## config.mk

```make
export PLATFORM = sky130hd
export DESIGN_NAME = xxhash32_stream
export DESIGN_NICKNAME = d
export VERILOG_FILES = /design/src/rtl/xxh_pkg.sv /design/src/rtl/xxh_dp.sv /design/src/rtl/xxh_ctrl.sv /design/src/rtl/xxhash32_stream.sv
export SDC_FILE = /design/constraint.sdc
export NUM_CORES = 2
export LEC_CHECK = 0
export BUFFER_PORTS_ARGS = -buffer_cell sky130_fd_sc_hd__buf_2
export CAP_MARGIN = 15
export CORE_ASPECT_RATIO = 1.1
export CORE_MARGIN = 1.5
export CORE_UTILIZATION = 42
export CTS_CLUSTER_DIAMETER = 30
export DETAILED_ROUTE_END_ITERATION = 7
export GPL_TIMING_DRIVEN = 0
export PLACE_DENSITY_LB_ADDON = 0.2
export SYNTH_ARGS = -nofsm -noshare
export SYNTH_HDL_FRONTEND = slang
export SYNTH_HIERARCHICAL = 1
export SYNTH_SLANG_ARGS = --single-unit
export TNS_END_PERCENT = 10
```

## constraint.sdc

```tcl
create_clock -name clk -period 17.2 [get_ports clk]
set_clock_uncertainty 0.15 [all_clocks]
set_input_delay 5.16 -clock clk [delete_from_list [all_inputs] [get_ports clk]]
set_output_delay 5.16 -clock clk [all_outputs]
set_load 0.01 [all_outputs]
```

## src/rtl/xxh_pkg.sv

```systemverilog
// ----------------------------------------------------------------------------
// xxh_pkg
// constants, types and helpers shared by the xxh32 controller and datapath
// ----------------------------------------------------------------------------
package xxh_pkg;

  localparam logic [31:0] PRIME1 = 32'd2654435761;
  localparam logic [31:0] PRIME2 = 32'd2246822519;
  localparam logic [31:0] PRIME3 = 32'd3266489917;
  localparam logic [31:0] PRIME4 = 32'd668265263;
  localparam logic [31:0] PRIME5 = 32'd374761393;
  localparam logic [31:0] PRIME12 = PRIME1 + PRIME2;

  localparam logic [2:0] FULL_BYTES = 3'd4;

  typedef enum logic [4:0] {
    ST_IDLE,
    ST_LOAD,
    ST_L_MUL,
    ST_L_ADD,
    ST_L_MUL2,
    ST_L_WB,
    ST_F_BASE,
    ST_F_ADD2,
    ST_F_ADD3,
    ST_F_LEN,
    ST_W_MUL,
    ST_W_ADD,
    ST_W_MUL2,
    ST_W_WB,
    ST_B_MUL,
    ST_B_ADD,
    ST_B_MUL2,
    ST_B_WB,
    ST_A_X15,
    ST_A_M2,
    ST_A_X13,
    ST_A_M3,
    ST_A_OUT
  } xxh_state_t;

  typedef enum logic [4:0] {
    DP_NOP,
    DP_TAKE,
    DP_LOAD,
    DP_MUL_LIN,
    DP_LANE_ADD,
    DP_MUL_LACC,
    DP_LANE_WB,
    DP_H_MERGE,
    DP_H_SEED,
    DP_H_ADD2,
    DP_H_ADD3,
    DP_H_LEN,
    DP_MUL_WORD,
    DP_H_MIXW,
    DP_MUL_H4,
    DP_H_WB,
    DP_MUL_BYTE,
    DP_H_MIXB,
    DP_MUL_H1,
    DP_H_X15,
    DP_MUL_H2,
    DP_H_X13,
    DP_MUL_H3,
    DP_OUT
  } dp_op_t;

  typedef struct packed {
    dp_op_t     op;
    logic [1:0] idx;
  } dp_cmd_t;

  function automatic logic [31:0] rotl32(input logic [31:0] x, input int unsigned r);
    return (x << r) | (x >> (32 - r));
  endfunction

  // byte counts above four act as a full word
  function automatic logic [2:0] sat_count(input logic [2:0] c);
    return (c > FULL_BYTES) ? FULL_BYTES : c;
  endfunction

endpackage

```

## src/rtl/xxh_dp.sv

```systemverilog
// ----------------------------------------------------------------------------
// xxh_dp
// xxh32 datapath: stripe buffer, lanes, hash accumulator, one shared multiplier
// ----------------------------------------------------------------------------
module xxh_dp (
  input  logic             clk,
  input  logic             rst_n,
  input  logic             cfg_wr_en,
  input  logic [31:0]      cfg_wr_data,
  input  logic [31:0]      in_data_word,
  input  logic [2:0]       in_byte_count,
  input  logic             in_last,
  input  xxh_pkg::dp_cmd_t cmd,
  output logic [31:0]      out_hash_value
);
  import xxh_pkg::*;

  logic [31:0] seed_r;
  logic [31:0] len_r;
  logic [31:0] buf_r [4];
  logic [31:0] acc_r [4];
  logic [31:0] w_r;
  logic [31:0] h_r;
  logic [31:0] p_r;
  logic [31:0] hash_r;
  logic [31:0] mul_a;
  logic [31:0] mul_b;
  logic [31:0] prod;
  logic [2:0]  take_cnt;
  logic        take_full;

  assign take_cnt  = in_last ? sat_count(in_byte_count) : FULL_BYTES;
  assign take_full = (take_cnt == FULL_BYTES);

  always_ff @(posedge clk) begin
    if (!rst_n) begin
      seed_r <= '0;
    end else if (cfg_wr_en) begin
      seed_r <= cfg_wr_data;
    end
  end

  always_ff @(posedge clk) begin
    if (!rst_n) begin
      len_r <= '0;
    end else if (cmd.op == DP_TAKE) begin
      len_r <= len_r + 32'(take_cnt);
    end else if (cmd.op == DP_H_LEN) begin
      len_r <= '0;
    end
  end

  // multiplier operand select
  always_comb begin
    mul_a = '0;
    mul_b = '0;
    case (cmd.op)
      DP_MUL_LIN: begin
        mul_a = buf_r[cmd.idx];
        mul_b = PRIME2;
      end
      DP_MUL_LACC: begin
        mul_a = acc_r[cmd.idx];
        mul_b = PRIME1;
      end
      DP_MUL_WORD: begin
        mul_a = buf_r[cmd.idx];
        mul_b = PRIME3;
      end
      DP_MUL_H4: begin
        mul_a = h_r;
        mul_b = PRIME4;
      end
      DP_MUL_BYTE: begin
        mul_a = {24'd0, w_r[{cmd.idx, 3'b000} +: 8]};
        mul_b = PRIME5;
      end
      DP_MUL_H1: begin
        mul_a = h_r;
        mul_b = PRIME1;
      end
      DP_MUL_H2: begin
        mul_a = h_r;
        mul_b = PRIME2;
      end
      DP_MUL_H3: begin
        mul_a = h_r;
        mul_b = PRIME3;
      end
      default: begin
        mul_a = '0;
        mul_b = '0;
      end
    endcase
  end

  assign prod = mul_a * mul_b;

  always_ff @(posedge clk) begin
    case (cmd.op)
      DP_TAKE: begin
        w_r <= in_data_word;
        if (take_full) begin
          buf_r[cmd.idx] <= in_data_word;
        end
      end
      DP_LOAD: begin
        acc_r[0] <= seed_r + PRIME12;
        acc_r[1] <= seed_r + PRIME2;
        acc_r[2] <= seed_r;
        acc_r[3] <= seed_r - PRIME1;
      end
      DP_LANE_ADD: acc_r[cmd.idx] <= rotl32(acc_r[cmd.idx] + p_r, 13);
      DP_LANE_WB:  acc_r[cmd.idx] <= p_r;
      DP_H_MERGE:  h_r <= rotl32(acc_r[0], 1) + rotl32(acc_r[1], 7);
      DP_H_SEED:   h_r <= seed_r + PRIME5;
      DP_H_ADD2:   h_r <= h_r + rotl32(acc_r[2], 12);
      DP_H_ADD3:   h_r <= h_r + rotl32(acc_r[3], 18);
      DP_H_LEN:    h_r <= h_r + len_r;
      DP_H_MIXW:   h_r <= rotl32(h_r + p_r, 17);
      DP_H_MIXB:   h_r <= rotl32(h_r + p_r, 11);
      DP_H_WB:     h_r <= p_r;
      DP_H_X15:    h_r <= h_r ^ (h_r >> 15);
      DP_H_X13:    h_r <= p_r ^ (p_r >> 13);
      DP_OUT:      hash_r <= p_r ^ (p_r >> 16);
      DP_MUL_LIN, DP_MUL_LACC, DP_MUL_WORD, DP_MUL_H4,
      DP_MUL_BYTE, DP_MUL_H1, DP_MUL_H2, DP_MUL_H3: p_r <= prod;
      default: ;
    endcase
  end

  assign out_hash_value = hash_r;

endmodule

```

## src/rtl/xxh_ctrl.sv

```systemverilog
// ----------------------------------------------------------------------------
// xxh_ctrl
// xxh32 sequencer: word counting, stripe rounds, finalization and result handoff
// ----------------------------------------------------------------------------
module xxh_ctrl (
  input  logic              clk,
  input  logic              rst_n,
  input  logic              in_valid,
  input  logic [2:0]        in_byte_count,
  input  logic              in_last,
  output logic              in_ready,
  output logic              out_valid,
  input  logic              out_ready,
  output xxh_pkg::dp_cmd_t  cmd
);
  import xxh_pkg::*;

  xxh_state_t state_r, state_nxt;
  logic [1:0] bw_r, bw_nxt;
  logic [1:0] cnt_r, cnt_nxt;
  logic [1:0] idx_r, idx_nxt;
  logic       seen_r, seen_nxt;
  logic       last_r, last_nxt;
  logic       out_valid_r, out_valid_nxt;
  logic [2:0] sat;
  logic       full;
  logic       out_free;

  assign sat      = sat_count(in_byte_count);
  assign full     = !in_last || (sat == FULL_BYTES);
  assign out_free = !out_valid_r || out_ready;

  always_ff @(posedge clk) begin
    if (!rst_n) begin
      state_r     <= ST_IDLE;
      bw_r        <= '0;
      cnt_r       <= '0;
      idx_r       <= '0;
      seen_r      <= 1'b0;
      last_r      <= 1'b0;
      out_valid_r <= 1'b0;
    end else begin
      state_r     <= state_nxt;
      bw_r        <= bw_nxt;
      cnt_r       <= cnt_nxt;
      idx_r       <= idx_nxt;
      seen_r      <= seen_nxt;
      last_r      <= last_nxt;
      out_valid_r <= out_valid_nxt;
    end
  end

  // next state and counters
  always_comb begin
    state_nxt     = state_r;
    bw_nxt        = bw_r;
    cnt_nxt       = cnt_r;
    idx_nxt       = idx_r;
    seen_nxt      = seen_r;
    last_nxt      = last_r;
    out_valid_nxt = out_valid_r && !out_ready;
    case (state_r)
      ST_IDLE: begin
        if (in_valid) begin
          last_nxt = in_last;
          cnt_nxt  = full ? 2'd0 : sat[1:0];
          idx_nxt  = '0;
          if (full && (bw_r == 2'd3)) begin
            bw_nxt    = '0;
            state_nxt = seen_r ? ST_L_MUL : ST_LOAD;
          end else begin
            if (full) begin
              bw_nxt = bw_r + 2'd1;
            end
            if (in_last) begin
              state_nxt = ST_F_BASE;
            end
          end
        end
      end
      ST_LOAD: begin
        seen_nxt  = 1'b1;
        state_nxt = ST_L_MUL;
      end
      ST_L_MUL:  state_nxt = ST_L_ADD;
      ST_L_ADD:  state_nxt = ST_L_MUL2;
      ST_L_MUL2: state_nxt = ST_L_WB;
      ST_L_WB: begin
        if (idx_r == 2'd3) begin
          idx_nxt   = '0;
          state_nxt = last_r ? ST_F_BASE : ST_IDLE;
        end else begin
          idx_nxt   = idx_r + 2'd1;
          state_nxt = ST_L_MUL;
        end
      end
      ST_F_BASE: state_nxt = seen_r ? ST_F_ADD2 : ST_F_LEN;
      ST_F_ADD2: state_nxt = ST_F_ADD3;
      ST_F_ADD3: state_nxt = ST_F_LEN;
      ST_F_LEN: begin
        idx_nxt = '0;
        if (bw_r != 2'd0) begin
          state_nxt = ST_W_MUL;
        end else if (cnt_r != 2'd0) begin
          state_nxt = ST_B_MUL;
        end else begin
          state_nxt = ST_A_X15;
        end
      end
      ST_W_MUL:  state_nxt = ST_W_ADD;
      ST_W_ADD:  state_nxt = ST_W_MUL2;
      ST_W_MUL2: state_nxt = ST_W_WB;
      ST_W_WB: begin
        if (idx_r == (bw_r - 2'd1)) begin
          idx_nxt   = '0;
          state_nxt = (cnt_r != 2'd0) ? ST_B_MUL : ST_A_X15;
        end else begin
          idx_nxt   = idx_r + 2'd1;
          state_nxt = ST_W_MUL;
        end
      end
      ST_B_MUL:  state_nxt = ST_B_ADD;
      ST_B_ADD:  state_nxt = ST_B_MUL2;
      ST_B_MUL2: state_nxt = ST_B_WB;
      ST_B_WB: begin
        if (idx_r == (cnt_r - 2'd1)) begin
          idx_nxt   = '0;
          state_nxt = ST_A_X15;
        end else begin
          idx_nxt   = idx_r + 2'd1;
          state_nxt = ST_B_MUL;
        end
      end
      ST_A_X15: state_nxt = ST_A_M2;
      ST_A_M2:  state_nxt = ST_A_X13;
      ST_A_X13: state_nxt = ST_A_M3;
      ST_A_M3:  state_nxt = ST_A_OUT;
      ST_A_OUT: begin
        if (out_free) begin
          out_valid_nxt = 1'b1;
          bw_nxt        = '0;
          seen_nxt      = 1'b0;
          state_nxt     = ST_IDLE;
        end
      end
      default: state_nxt = ST_IDLE;
    endcase
  end

  // commands to the datapath
  always_comb begin
    cmd.op   = DP_NOP;
    cmd.idx  = idx_r;
    in_ready = 1'b0;
    case (state_r)
      ST_IDLE: begin
        in_ready = 1'b1;
        cmd.idx  = bw_r;
        if (in_valid) begin
          cmd.op = DP_TAKE;
        end
      end
      ST_LOAD:   cmd.op = DP_LOAD;
      ST_L_MUL:  cmd.op = DP_MUL_LIN;
      ST_L_ADD:  cmd.op = DP_LANE_ADD;
      ST_L_MUL2: cmd.op = DP_MUL_LACC;
      ST_L_WB:   cmd.op = DP_LANE_WB;
      ST_F_BASE: cmd.op = seen_r ? DP_H_MERGE : DP_H_SEED;
      ST_F_ADD2: cmd.op = DP_H_ADD2;
      ST_F_ADD3: cmd.op = DP_H_ADD3;
      ST_F_LEN:  cmd.op = DP_H_LEN;
      ST_W_MUL:  cmd.op = DP_MUL_WORD;
      ST_W_ADD:  cmd.op = DP_H_MIXW;
      ST_W_MUL2: cmd.op = DP_MUL_H4;
      ST_W_WB:   cmd.op = DP_H_WB;
      ST_B_MUL:  cmd.op = DP_MUL_BYTE;
      ST_B_ADD:  cmd.op = DP_H_MIXB;
      ST_B_MUL2: cmd.op = DP_MUL_H1;
      ST_B_WB:   cmd.op = DP_H_WB;
      ST_A_X15:  cmd.op = DP_H_X15;
      ST_A_M2:   cmd.op = DP_MUL_H2;
      ST_A_X13:  cmd.op = DP_H_X13;
      ST_A_M3:   cmd.op = DP_MUL_H3;
      ST_A_OUT:  cmd.op = out_free ? DP_OUT : DP_NOP;
      default:   cmd.op = DP_NOP;
    endcase
  end

  assign out_valid = out_valid_r;

endmodule

```

## src/rtl/xxhash32_stream.sv

```systemverilog
// ----------------------------------------------------------------------------
// xxhash32_stream
// streaming 32-bit xxhash of little-endian words with a programmable seed
// ----------------------------------------------------------------------------
//  channel  | ports                                         | direction
//  ---------+-----------------------------------------------+----------
//  input    | in_valid/in_ready, in_data_word, in_byte_count,| in
//           | in_last                                        |
//  result   | out_valid/out_ready, out_hash_value            | out
//  config   | cfg_wr_en, cfg_wr_data (seed)                  | in
//
//  a word that does not close a stripe is only buffered; one that closes a stripe
//  runs each lane through the shared multiplier (multiply, add, multiply, write
//  back), and on the first stripe of a message also loads the lanes from the seed
//  the last word then merges the seed or the lanes, adds the length, mixes each
//  leftover word and trailing byte and runs the avalanche before the result
//  the result sits in an output register; a new message is taken while it
//  waits, and only the next result stalls until it is taken
//  rst_n is synchronous, active low; the seed resets to zero
// ----------------------------------------------------------------------------
module xxhash32_stream (
  input  logic        clk,
  input  logic        rst_n,
  // seed register
  input  logic        cfg_wr_en,
  input  logic [31:0] cfg_wr_data,
  // word requests
  input  logic        in_valid,
  output logic        in_ready,
  input  logic [31:0] in_data_word,
  input  logic [2:0]  in_byte_count,
  input  logic        in_last,
  // hash results
  output logic        out_valid,
  input  logic        out_ready,
  output logic [31:0] out_hash_value
);
  import xxh_pkg::*;

  // one command per cycle from the sequencer to the datapath
  dp_cmd_t cmd;

  // sequencer: counts buffered words and steps the rounds and finalization
  xxh_ctrl u_ctrl (
    .clk           (clk),
    .rst_n         (rst_n),
    .in_valid      (in_valid),
    .in_byte_count (in_byte_count),
    .in_last       (in_last),
    .in_ready      (in_ready),
    .out_valid     (out_valid),
    .out_ready     (out_ready),
    .cmd           (cmd)
  );

  // datapath: seed, length, stripe buffer, lanes, hash and output register
  xxh_dp u_dp (
    .clk            (clk),
    .rst_n          (rst_n),
    .cfg_wr_en      (cfg_wr_en),
    .cfg_wr_data    (cfg_wr_data),
    .in_data_word   (in_data_word),
    .in_byte_count  (in_byte_count),
    .in_last        (in_last),
    .cmd            (cmd),
    .out_hash_value (out_hash_value)
  );

endmodule

```

After elaboration in Yosys (flattened, before gate mapping)
Memories as Yosys holds them, arrays and structs flattened. Cells that the tools add are included.

Bits in read-only memories: 0. Latch bits: 0. Word-level logic and storage cells: 181. Memories: 2. Output and inout bits: 34. Register bits after elaboration: 206. Bits in writable memories: 256.

Reductions and logical operators: 28. Equality and inequality tests: 55. Div/mod/pow operators: 0. Multipliers: 1. Add/subtract/negate cells: 15. Bitwise operators: 11. Multiplexer cells: 54. Magnitude comparators: 1. Shift-type cells: 1.

Memory list: u_dp.acc_r (depth 4, width 32, rd ports 5, clocked after Yosys merged registers in 0, wr ports 4, line xxh_dp.sv:21) `logic [31:0] acc_r [4];`; u_dp.buf_r (depth 4, width 32, rd ports 1, clocked after Yosys merged registers in 0, wr ports 1, line xxh_dp.sv:20) `logic [31:0] buf_r [4];`.

Operator list (number): $pmux 32 s10 (1); $add 32x32->32 (6); $pmux 32 s5 (1); $mux 32 (4); $pmux 32 s4 (1); $pmux 5 s23 (1); $pmux 5 s22 (1); $eq 5x4->1 const B (16); $eq 5x5->1 const B (15); $mux 5 (10); $eq 5x3->1 const B (8); $add 32x29->32 const B (1); $add 32x3->32 (1); $add 32x30->32 const B (1); $add 32x32->32 const B (1); $mul 32x32->32 (1); $or 32x1->32 (1); $or 32x11->32 (1); $or 32x12->32 (1); $or 32x13->32 (1); $or 32x17->32 (1); $or 32x18->32 (1); $or 32x7->32 (1); $reduce_or 32->1 (1); other kinds (38) (89).

Depth between registers and ports, before layout
Depth in word-level cells: 10. Depth in mapped cells: 44. Depth with buffers taken out: 37.

Hierarchy
Netlist, hierarchy kept.

Modules (own cells, without submodules): xxh_dp (cells an instance 4472, instances 1, area each 43810.8 um2); xxh_ctrl (cells an instance 183, instances 1, area each 1300.0 um2).

Least setup slack after synthesis
OpenSTA, ideal clock, no wires.

Path type: in2reg. Start: in out_ready. End: reg u_dp.p_r[31], data pin. Data required time: 16.790 ns. Arrival time: 13.611 ns. Setup time: 0.260 ns. Stages on the path: 38. Slack: 3.179 ns. Cells stage by stage: nor2b_1 -> a2111oi_2 -> o21bai_1 -> a221o_1 -> buf_2 -> nor4bb_1 -> buf_2 -> and2_1 -> buf_2 -> buf_2 -> a22oi_1 -> and2_1 -> clkbuf_1 -> nor2_1 -> nor2_1 -> inv_1 -> fa_1 -> fa_1 -> [2 not listed] -> fa_1 -> inv_1 -> fa_1 -> inv_1 -> fa_1 -> inv_1 -> fa_1 -> fa_1 -> ha_1 -> a21oi_1 -> o2111ai_1 -> a21oi_1 -> o21ai_0 -> a21oi_1 -> o21ai_0 -> a2111oi_0 -> nor3_1 -> xnor2_1.

RTL lines: from (decl) (line xxhash32_stream.sv:35) `input logic out_ready,`; to (signal assigned) (line xxh_dp.sv:127) `DP_MUL_BYTE, DP_MUL_H1, DP_MUL_H2, DP_MUL_H3: p_r <= prod;`; to (decl) (line xxh_dp.sv:24) `logic [31:0] p_r;`.

==> results_dict.tcl <==
set metrics [dict create \
    setup_viol 0 \
    crit_path_start_kind "primary input" \
    synth_common_cells "inv_1 (551), nor2_1 (414), nand2_1 (411), fa_1 (408), edfxtp_1 (384)" \
    fin_nets 5618 \
    place_worst_setup_slack_ps 9.86 \
    outcome "completed" \
    hp-class "reg2reg" \
    io_buffer_count 105 \
    yosysSeqAreaShare_pct 29.0 \
    arrival_ps 17100 \
    hold_viol_final 0 \
    synth_nets 5400 \
    path_clk_slew_ps 50 \
    tightest_slew_ps 1290 \
    cpMaxStageDelayCell "nor2_1" \
    remaining_drc_errors 0 \
    grt_pass1_wl_um 282000 \
    place_hpwl_um 167000 \
    rows 125 \
    fin_crit_sh_pct 97.9 \
    drive_gt1_share_pct 9.00 \
    root_buffer "clkbuf_16" \
    cpMostUsedCell "xnor2_1" \
    drt_pre_antenna_iters 7 \
    crit_type "in2reg" \
    synth_area_um2 45100 \
    dr_total_vias 38600 \
    rsz0062_at_grt "no" \
    die_w_um 315 \
    grt_max_degree 42 \
    post_cts_buffers 0 \
    wl_um 203000 \
    synthArstFlopShare_pct 0 \
    gp_congestion 1.08 \
    layout_setup_ws_ps 367 \
    yosysWarnings 6 \
    worstSkewPairLatency_ps 720 \
    drtIter0Drc 5013 \
    ys.flop_type "edfxtp_1" \
    drv_cap 0 \
    grt_pass1_vias 37600 \
    tritoncts "built" \
    slew_violations 0 \
    fin_crit_ps 16830 \
    antenna_found_initial 18 \
    relSlewSlack_pct 13.6 \
    yosys.cell_count.top_type "inv_1" \
    crit_buf_inv 7 \
    path_max_fanout 10 \
    via_per_inst 6.08 \
    cts.sink_count 462 \
    dp_cells 6171 \
    cts_buffers 95 \
    crit_required_ps 17470 \
    post_cts_resized 0 \
    cts_hold_buffers 0 \
    wl_per_cell_um 31.9 \
    fin_cells 6359 \
    ctsHtreeMaxLevel 3 \
    grt_usage_pct 36.8 \
    synth_cell_types 101 \
    crit_path_end_kind "register" \
    die_h_um 347 \
    synth_edf_count 384 \
    die_area_um2 109000 \
    synth_top_area_share_pct 25.6 \
    critPathTopFamily "adder cells" \
    netlist_instances 4655 \
    overflow 0 \
    start_util_pct 42.5 \
    io_pins 107 \
    placeableCoreArea_um2 106000 \
    synth_seq_cells 462 \
    synth.avg_cell_area_um2 9.69 \
    synthToLayoutAreaGrowth_pct 13.1 \
    cts_buffer_depth 3 \
    netlist_top_cells_area "edfxtp_1 (26%), fa_1 (18%), ha_1 (7.3%)" \
    clock.fmax_mhz 59.4 \
    postRouteAntennaNets 0 \
    slowest_delay_ps 1060 \
    synth_top_area_cell "edfxtp_1" \
    finish.utilization_pct 48.1 \
]
## cell families (layout without fill, tap and decap cells)
group	Yosys count	after routing	synth area share, %
AO/OA/AOI/OAI	1048	1048	15.1
XOR/XNOR	330	330	6.47
adder cells (fa/ha/maj)	672	672	25.4
buffers and inverters	786	1086	6.84
flip-flops	462	462	29.0
multiplexers	135	135	4.87
other	0	7	0
AND/OR/NAND/NOR	1222	1222	12.3
## metrics by stage
step | hold slack, ps | setup TNS, ps | area, um2
2_1_floorplan | 274 | 0 | 45100
3_3_place_gp | 302 | -52.3 | 47400
3_5_place_dp | 303 | 0 | 47700
4_1_cts | 306 | 0 | 51000
5_1_grt | 358 | 0 | 51000
6_report | 307 | 0 | 51000
## flip-flops by register name, indices dropped and copies added (netlist names), 5 cells and up
| signal | cells |
|---|---|
| u_dp/w_r | 32 |
| u_dp/out_hash_value | 32 |
| u_dp/p_r | 32 |
| u_ctrl/state_r | 5 |
| u_dp/h_r | 32 |
| u_dp/buf_r | 128 |
| u_dp/seed_r | 32 |
| u_dp/len_r | 32 |
| u_dp/acc_r | 128 |
## cells in the final DEF, fill, tap and decap left out, types with 43 or more instances in the layout
cell type,n
a21o_1,80
a21oi_1,283
buf_2,133
clkbuf_1,167
clkbuf_16,96
dfxtp_1,78
edfxtp_1,384
fa_1,408
ha_1,264
inv_1,551
mux2i_1,56
mux4_2,57
nand2_1,408
nand2b_1,52
nand3_1,66
nor2_1,410
nor2b_1,65
o21a_1,43
o21ai_0,239
o22ai_1,53
xnor2_1,194
xor2_1,133
## worst paths after layout
check	startpoint	end	slack, ps	cells past startpoint
setup / recovery	out_ready	u_dp/p_r[31]	370	36
hold / removal	u_ctrl/cnt_r[1]	u_ctrl/cnt_r[1]	310	2
setup reg to reg	u_ctrl/state_r[0]	u_dp/p_r[31]	4120	37
hold reg to reg	u_ctrl/cnt_r[1]	u_ctrl/cnt_r[1]	310	2
## worst reg2reg max path: cells and delay by family (launching register included)
kind                     cells  cell delay (ps)
AO/OA/AOI/OAI                2              830
adder cells (fa/ha/maj)      8             4100
buffers and inverters        8             1960
XOR/XNOR                    11             2430
AND/OR/NAND/NOR              8             2930
flip-flops                   1              420
## cell type report
type | instances | area (um2)
well taps | 1397 | 1750
clock buffers | 105 | 2440
plain buffers | 226 | 982
fillers | 10100 | 55000
inverters | 560 | 2100
flip-flops and latches | 462 | 13100
clock inverters | 74 | 852
diodes | 7 | 17.5
repair buffers | 121 | 792
multi-input cells | 3407 | 29000
## layer usage
layer  wire, um  GRT usage [%]
met1      79400           48.2
met2      89300           56.4
met3      19800           7.89
met4      14000           21.0
met5         87              0
Power is left out: the tool's default activity adds up to more than one toggle a clock period on the data nets, which glitch-free logic cannot reach.
